File: src/rtl/dtd_pkg.sv
`default_nettype none

package dtd_pkg;

  localparam int CFG_W     = 20;
  localparam int CFG_IDX_W = 3;
  localparam int FOC_W     = 20;
  localparam int DEPTH_W   = 16;
  localparam int DISP_W    = 16;
  localparam int POINT_W   = 16;
  localparam int QUO_W     = 16;
  localparam int NUM_W     = 40;
  localparam int DEN_W     = 30;

  localparam int DISP_SCALE      = 16000;
  localparam int COORD_WIDTH_DEF = 12;

  localparam logic [CFG_W-1:0]   FOCAL_X_RST   = 20'd179200;
  localparam logic [CFG_W-1:0]   FOCAL_Y_RST   = 20'd179200;
  localparam logic [CFG_W-1:0]   CENTER_X_RST  = 20'd81920;
  localparam logic [CFG_W-1:0]   CENTER_Y_RST  = 20'd61440;
  localparam logic [CFG_W-1:0]   BASELINE_RST  = 20'd120000;
  localparam logic [DEPTH_W-1:0] MIN_DEPTH_RST = 16'd500;
  localparam logic [DEPTH_W-1:0] MAX_DEPTH_RST = 16'd20000;

  typedef enum logic [CFG_IDX_W-1:0] {
    CFG_FOCAL_X   = 3'd0,
    CFG_FOCAL_Y   = 3'd1,
    CFG_CENTER_X  = 3'd2,
    CFG_CENTER_Y  = 3'd3,
    CFG_BASELINE  = 3'd4,
    CFG_MIN_DEPTH = 3'd5,
    CFG_MAX_DEPTH = 3'd6
  } cfg_idx_e;

endpackage

`default_nettype wire

File: src/rtl/dtd_div.sv
`default_nettype none

module dtd_div import dtd_pkg::*; #(
  parameter int LANES  = 1,
  parameter int DIV_W  = 20,
  parameter int SIDE_W = 1
) (
  input  wire logic                               clk_i,
  input  wire logic                               rst_ni,
  input  wire logic                               in_valid_i,
  output logic                                    in_ready_o,
  input  wire logic [LANES-1:0][DIV_W-1:0]        in_rem_i,
  input  wire logic [LANES-1:0][QUO_W-1:0]        in_low_i,
  input  wire logic [LANES-1:0][DIV_W-1:0]        in_den_i,
  input  wire logic [SIDE_W-1:0]                  in_side_i,
  output logic                                    out_valid_o,
  input  wire logic                               out_ready_i,
  output logic [LANES-1:0][QUO_W-1:0]             out_quo_o,
  output logic [SIDE_W-1:0]                       out_side_o
);

  // One restoring step per stage: the quotient bits shift in where the
  // numerator's low bits shift out.
  logic [QUO_W-1:0]                v_q;
  logic [QUO_W:0]                  rdy;
  logic [LANES-1:0][DIV_W-1:0]     rem_q  [QUO_W];
  logic [LANES-1:0][DIV_W-1:0]     den_q  [QUO_W];
  logic [LANES-1:0][QUO_W-1:0]     sh_q   [QUO_W];
  logic [SIDE_W-1:0]               side_q [QUO_W];
  logic [LANES-1:0][DIV_W-1:0]     rem_d  [QUO_W];
  logic [LANES-1:0][QUO_W-1:0]     sh_d   [QUO_W];
  logic                            src_v    [QUO_W];
  logic [LANES-1:0][DIV_W-1:0]     src_rem  [QUO_W];
  logic [LANES-1:0][DIV_W-1:0]     src_den  [QUO_W];
  logic [LANES-1:0][QUO_W-1:0]     src_sh   [QUO_W];
  logic [SIDE_W-1:0]               src_side [QUO_W];

  always_comb begin
    rdy[QUO_W] = out_ready_i;
    for (int k = QUO_W - 1; k >= 0; k--) begin
      rdy[k] = !v_q[k] || rdy[k+1];
    end
  end

  always_comb begin
    src_v[0]    = in_valid_i;
    src_rem[0]  = in_rem_i;
    src_den[0]  = in_den_i;
    src_sh[0]   = in_low_i;
    src_side[0] = in_side_i;
    for (int k = 1; k < QUO_W; k++) begin
      src_v[k]    = v_q[k-1];
      src_rem[k]  = rem_q[k-1];
      src_den[k]  = den_q[k-1];
      src_sh[k]   = sh_q[k-1];
      src_side[k] = side_q[k-1];
    end
  end

  always_comb begin
    logic [DIV_W:0] t;
    logic [DIV_W:0] diff;
    logic           ge;
    for (int k = 0; k < QUO_W; k++) begin
      for (int l = 0; l < LANES; l++) begin
        t           = {src_rem[k][l], src_sh[k][l][QUO_W-1]};
        diff        = t - {1'b0, src_den[k][l]};
        ge          = (t >= {1'b0, src_den[k][l]});
        rem_d[k][l] = ge ? diff[DIV_W-1:0] : t[DIV_W-1:0];
        sh_d[k][l]  = {src_sh[k][l][QUO_W-2:0], ge};
      end
    end
  end

  always_ff @(posedge clk_i or negedge rst_ni) begin
    if (!rst_ni) begin
      v_q <= '0;
    end else begin
      for (int k = 0; k < QUO_W; k++) begin
        if (rdy[k]) begin
          v_q[k] <= src_v[k];
        end
      end
    end
  end

  always_ff @(posedge clk_i) begin
    for (int k = 0; k < QUO_W; k++) begin
      if (rdy[k] && src_v[k]) begin
        rem_q[k]  <= rem_d[k];
        den_q[k]  <= src_den[k];
        sh_q[k]   <= sh_d[k];
        side_q[k] <= src_side[k];
      end
    end
  end

  assign in_ready_o  = rdy[0];
  assign out_valid_o = v_q[QUO_W-1];
  assign out_quo_o   = sh_q[QUO_W-1];
  assign out_side_o  = side_q[QUO_W-1];

endmodule

`default_nettype wire

File: src/rtl/dtd_depth.sv
`default_nettype none

module dtd_depth import dtd_pkg::*; #(
  parameter int COORD_WIDTH = COORD_WIDTH_DEF
) (
  input  wire logic                     clk_i,
  input  wire logic                     rst_ni,
  input  wire logic                     in_valid_i,
  output logic                          in_ready_o,
  input  wire logic signed [DISP_W-1:0] disparity_i,
  input  wire logic [COORD_WIDTH-1:0]   row_i,
  input  wire logic [COORD_WIDTH-1:0]   col_i,
  input  wire logic [CFG_W-1:0]         focal_x_i,
  input  wire logic [CFG_W-1:0]         baseline_i,
  input  wire logic [DEPTH_W-1:0]       min_depth_i,
  input  wire logic [DEPTH_W-1:0]       max_depth_i,
  output logic                          out_valid_o,
  input  wire logic                     out_ready_i,
  output logic [DEPTH_W-1:0]            depth_o,
  output logic [COORD_WIDTH-1:0]        row_o,
  output logic [COORD_WIDTH-1:0]        col_o
);

  localparam int SIDE_W = 2 + 2 * COORD_WIDTH;

  logic                   v1_q;
  logic [NUM_W-1:0]       num1_q;
  logic [DEN_W-1:0]       den1_q;
  logic                   pos1_q;
  logic [COORD_WIDTH-1:0] row1_q;
  logic [COORD_WIDTH-1:0] col1_q;
  logic                   rdy1;
  logic                   pos;
  logic                   ovf;

  logic                   div_ready;
  logic                   div_valid;
  logic [0:0][QUO_W-1:0]  div_quo;
  logic [SIDE_W-1:0]      div_side;

  logic                   v3_q;
  logic [DEPTH_W-1:0]     z3_q;
  logic [COORD_WIDTH-1:0] row3_q;
  logic [COORD_WIDTH-1:0] col3_q;
  logic [DEPTH_W-1:0]     z3_d;
  logic                   rdy3;
  logic                   d_pos;
  logic                   d_ovf;

  assign pos  = !disparity_i[DISP_W-1] && (disparity_i != '0);
  assign rdy1 = !v1_q || div_ready;

  always_ff @(posedge clk_i or negedge rst_ni) begin
    if (!rst_ni) begin
      v1_q <= 1'b0;
    end else if (rdy1) begin
      v1_q <= in_valid_i;
    end
  end

  always_ff @(posedge clk_i) begin
    if (rdy1 && in_valid_i) begin
      num1_q <= NUM_W'(focal_x_i) * NUM_W'(baseline_i);
      den1_q <= DEN_W'(DISP_SCALE) * DEN_W'(disparity_i[DISP_W-2:0]);
      pos1_q <= pos;
      row1_q <= row_i;
      col1_q <= col_i;
    end
  end

  // A quotient that does not fit in 16 bits is above any maximum depth.
  assign ovf = (DEN_W'(num1_q[NUM_W-1:QUO_W]) >= den1_q);

  dtd_div #(
    .LANES  (1),
    .DIV_W  (DEN_W),
    .SIDE_W (SIDE_W)
  ) u_div (
    .clk_i       (clk_i),
    .rst_ni      (rst_ni),
    .in_valid_i  (v1_q),
    .in_ready_o  (div_ready),
    .in_rem_i    (DEN_W'(num1_q[NUM_W-1:QUO_W])),
    .in_low_i    (num1_q[QUO_W-1:0]),
    .in_den_i    (den1_q),
    .in_side_i   ({pos1_q, ovf, row1_q, col1_q}),
    .out_valid_o (div_valid),
    .out_ready_i (rdy3),
    .out_quo_o   (div_quo),
    .out_side_o  (div_side)
  );

  assign d_pos = div_side[SIDE_W-1];
  assign d_ovf = div_side[SIDE_W-2];
  assign z3_d  = (d_pos && !d_ovf && (div_quo[0] >= min_depth_i) &&
                  (div_quo[0] <= max_depth_i)) ? div_quo[0] : '0;
  assign rdy3  = !v3_q || out_ready_i;

  always_ff @(posedge clk_i or negedge rst_ni) begin
    if (!rst_ni) begin
      v3_q <= 1'b0;
    end else if (rdy3) begin
      v3_q <= div_valid;
    end
  end

  always_ff @(posedge clk_i) begin
    if (rdy3 && div_valid) begin
      z3_q   <= z3_d;
      row3_q <= div_side[2*COORD_WIDTH-1:COORD_WIDTH];
      col3_q <= div_side[COORD_WIDTH-1:0];
    end
  end

  assign in_ready_o  = rdy1;
  assign out_valid_o = v3_q;
  assign depth_o     = z3_q;
  assign row_o       = row3_q;
  assign col_o       = col3_q;

endmodule

`default_nettype wire

File: config.mk
export PLATFORM = sky130hd
export DESIGN_NAME = dtd_depth
export DESIGN_NICKNAME = d
export VERILOG_FILES = /design/src/rtl/dtd_pkg.sv /design/src/rtl/dtd_div.sv /design/src/rtl/dtd_depth.sv
export SDC_FILE = /design/constraint.sdc
export NUM_CORES = 2
export LEC_CHECK = 0
export BUFFER_PORTS_ARGS = -buffer_cell sky130_fd_sc_hd__buf_4
export CAP_MARGIN = 0
export CORE_ASPECT_RATIO = 1.25
export CORE_UTILIZATION = 60
export CTS_BUF_LIST = sky130_fd_sc_hd__clkbuf_8
export DETAILED_ROUTE_END_ITERATION = 10
export PLACE_DENSITY = 0.8
export SYNTH_ARGS = -nofsm -noshare
export SYNTH_HDL_FRONTEND = slang
export SYNTH_HIERARCHICAL = 1
export SYNTH_SLANG_ARGS = --single-unit
File: constraint.sdc
create_clock -name clk_i -period 14.45 [get_ports clk_i]
set_clock_uncertainty 0.15 [all_clocks]
set_input_delay 1.445 -clock clk_i [delete_from_list [all_inputs] [get_ports clk_i]]
set_output_delay 1.445 -clock clk_i [all_outputs]
set_load 0.1 [all_outputs]
==> impl_metrics.yaml <==
timing:
  maxSlewHeadroom_pct: 17.83
  fin_setup_tns_ns: 0
  fmax_mhz: 135.3
  fin_crit_ns: 7.394
  hold_viol: 0
  slew_viol_final: 0
  worstMarginPinSlew_ns: 1.229
  rsz0062_at_grt: "false"
  whs_ns: 0.2021
  fin_crit_sh_pct: 51.17
  setup_viol: 0
die:
  num_rows: 165
  core_um2: 162300
  dieArea_um2: 165700
  die_w_um: 364.3
  start_util_pct: 60.67
  chipHeight_um: 454.9
  io_pins: 158
synthesis:
  seq_area_frac_synth_pct: 52.28
  yosys_warnings: 6
  netlist_area_um2: 98460
  ys_ff_latch: 1717
  synthCells: 8040
  synth_edf_count: 1699
  synth.distinct_cells: 97
  avgSynthCellArea_um2: 12.25
  async_flop_share_pct: 1.048
  synth_top_flop_cell: "edfxtp_1"
finish:
  fin_util_pct: 65.91
  final_common_cell: "edfxtp_1"
  stdcell_count: 10714
  nets: 9577
  drive_above_1_share_pct: 10.31
  layout_common_cells: "edfxtp_1, inv_1, ha_1"
  area_delta_synth_final_pct: 8.628
drt:
  wl_um: 204500
  drtPass1Iterations: 6
  via_count: 60339
  drt_iter0_drc: 3063
  via_per_inst: 5.632
  routedWlPerCell_um: 19.09
  ant_nets: 0
  drc: 0
clock_tree:
  ctsResizeCount: 0
  cts_tree: "done"
  ctsHoldBuffers: 0
  htree_levels: 5
  cts-root-buf: "clkbuf_8"
  cts_setup_buffers: 0
  insertion_delay_ns: 1.00
  cts_sinks: 1717
  cts_buffers: 287
  cts.path.max_buffers: 4
  path_clk_slew_ns: 0.06
hold_path:
  hold_class: "in2async"
place:
  finalWeightedCongestion: 0.9531
  portBuffers: 157
  dp.cells: 10221
  hpwlAfterDp_um: 157700
global_routing:
  grt_overflow_total: 0
  grt_first_pass_wirelength_um: 321400
  grt_max_degree: 69
  grt_pass1_vias: 63647
  antenna_found_initial: 3
  grt_usage_pct: 24.79
worst_setup_path:
  cp.arrival_ns: 7.96
  reg2regPathDepth: 12
  cp.required_ns: 15.01
  criticalPathCategory: "in2reg"
  cp_max_fo: 20
  cp-end-kind: "flop"
  rrSetupSlack_ns: 9.55
  worst_setup_path_start_kind: "primary input"
  r2r-end: "u_div/rem_q[0][215]$_DFFE_PP_"
  r2r-start: "u_div/den_q[0][181]$_DFFE_PP_"
run:
  cap_violations: 0
run_status:
  run_status: "finished clean"
-- cell families (layout without fill, tap and decap cells) --
group | count (synthesis) | after routing | share of synthesized area [%]
adder cells (fa/ha/maj) | 1122 | 1122 | 17.19
flip-flops | 1717 | 1717 | 52.28
other | 1 | 32 | 0.003809
buffers and inverters | 1243 | 1715 | 5.012
XOR/XNOR | 428 | 428 | 3.807
AND/OR/NAND/NOR | 1715 | 1715 | 8.639
multiplexers | 261 | 261 | 2.995
AO/OA/AOI/OAI | 1553 | 1553 | 10.07
-- stage by stage --
| step | area, um2 | worst slack [ns] |
|---|---|---|
| after floorplan | 98560 | 6.712 |
| after global placement | 101900 | 6.190 |
| after detailed placement | 101900 | 6.161 |
| after CTS | 106900 | 7.246 |
| after global routing | 107000 | 6.862 |
| final | 107000 | 7.056 |
-- sequential cells by signal, summed over array words and instances, names as in the netlist --
register      count
u_div/den_q     450
u_div/sh_q      256
v1_q              1
pos1_q            1
depth_o          16
u_div/side_q    416
col1_q           12
row1_q           12
row_o            12
out_valid_o       1
col_o            12
u_div/rem_q     450
u_div/v_q        16
den1_q           22
num1_q           40
-- layer usage --
layer  wire length, um  track usage (%)  vias to the layer above
li1                  -                -                    29067
met1             68470            23.15                    29267
met2            116100            49.21                     1426
met3              6429            3.502                      579
met4             13530            16.12                        0
met5                 0                0                        -
-- layout make-up --
type | instances | area [um2]
Antenna cell | 4 | 10.01
Clock buffer | 294 | 4046
Clock inverter | 195 | 1020
Fill cell | 12005 | 55320
Inverter | 1028 | 3859
Multi-Input combinational cell | 5107 | 42340
Sequential cell | 1717 | 51470
Tap cell | 2171 | 2716
Timing Repair Buffer | 198 | 1486
-- critical path, cell delays in order --
cell and delay (ns):
buf_4 0.20, and2_1 0.21, fa_1 0.51, fa_1 0.53, inv_1 0.06, fa_1 0.53, inv_1 0.06, fa_1 0.56
inv_1 0.07, fa_1 0.48, inv_1 0.06, fa_1 0.53, inv_1 0.06, fa_1 0.53, inv_1 0.04, ha_1 0.37
and3_1 0.25, nand3_1 0.11, nor3_2 0.06, o31ai_1 0.47, a21oi_1 0.17, o21ai_0 0.31, o21ai_0 0.16, xor2_1 0.17
-- worst max-delay path by stage --
stage                     slack, ns                      endpoint          start
after floorplan                6.71  u_div/den_q[1][60]$_DFFE_PP_    out_ready_i
after global placement         6.19          num1_q[37]$_DFFE_PP_  baseline_i[4]
after detailed placement       6.16          num1_q[37]$_DFFE_PP_   focal_x_i[5]
after CTS                      7.25          num1_q[37]$_DFFE_PP_  baseline_i[4]
after global routing           6.86          num1_q[37]$_DFFE_PP_   focal_x_i[5]
final                          7.06          num1_q[37]$_DFFE_PP_  baseline_i[4]
-- synth_stat cells (47+ instances only) --
cell type,n,share of area [%]
a21o_1,247,1.9
a21oi_1,529,2.7
and2_1,265,1.7
buf_4,47,0.36
clkbuf_1,113,0.43
edfxtp_1,1699,52
fa_1,385,7.8
ha_1,737,9.4
inv_1,1026,3.9
mux2_2,228,2.6
nand2_1,481,1.8
nand2b_1,92,0.58
nand3_1,97,0.49
nand4_1,84,0.53
nor2_1,362,1.4
nor2b_1,87,0.55
nor3_1,77,0.39
o21a_1,75,0.57
o21ai_0,288,1.5
o21bai_1,63,0.48
xnor2_1,290,2.6
xor2_1,138,1.2
Power is not shown: default switching activity piles up to over one toggle a cycle in this logic, so the estimate is an artifact.
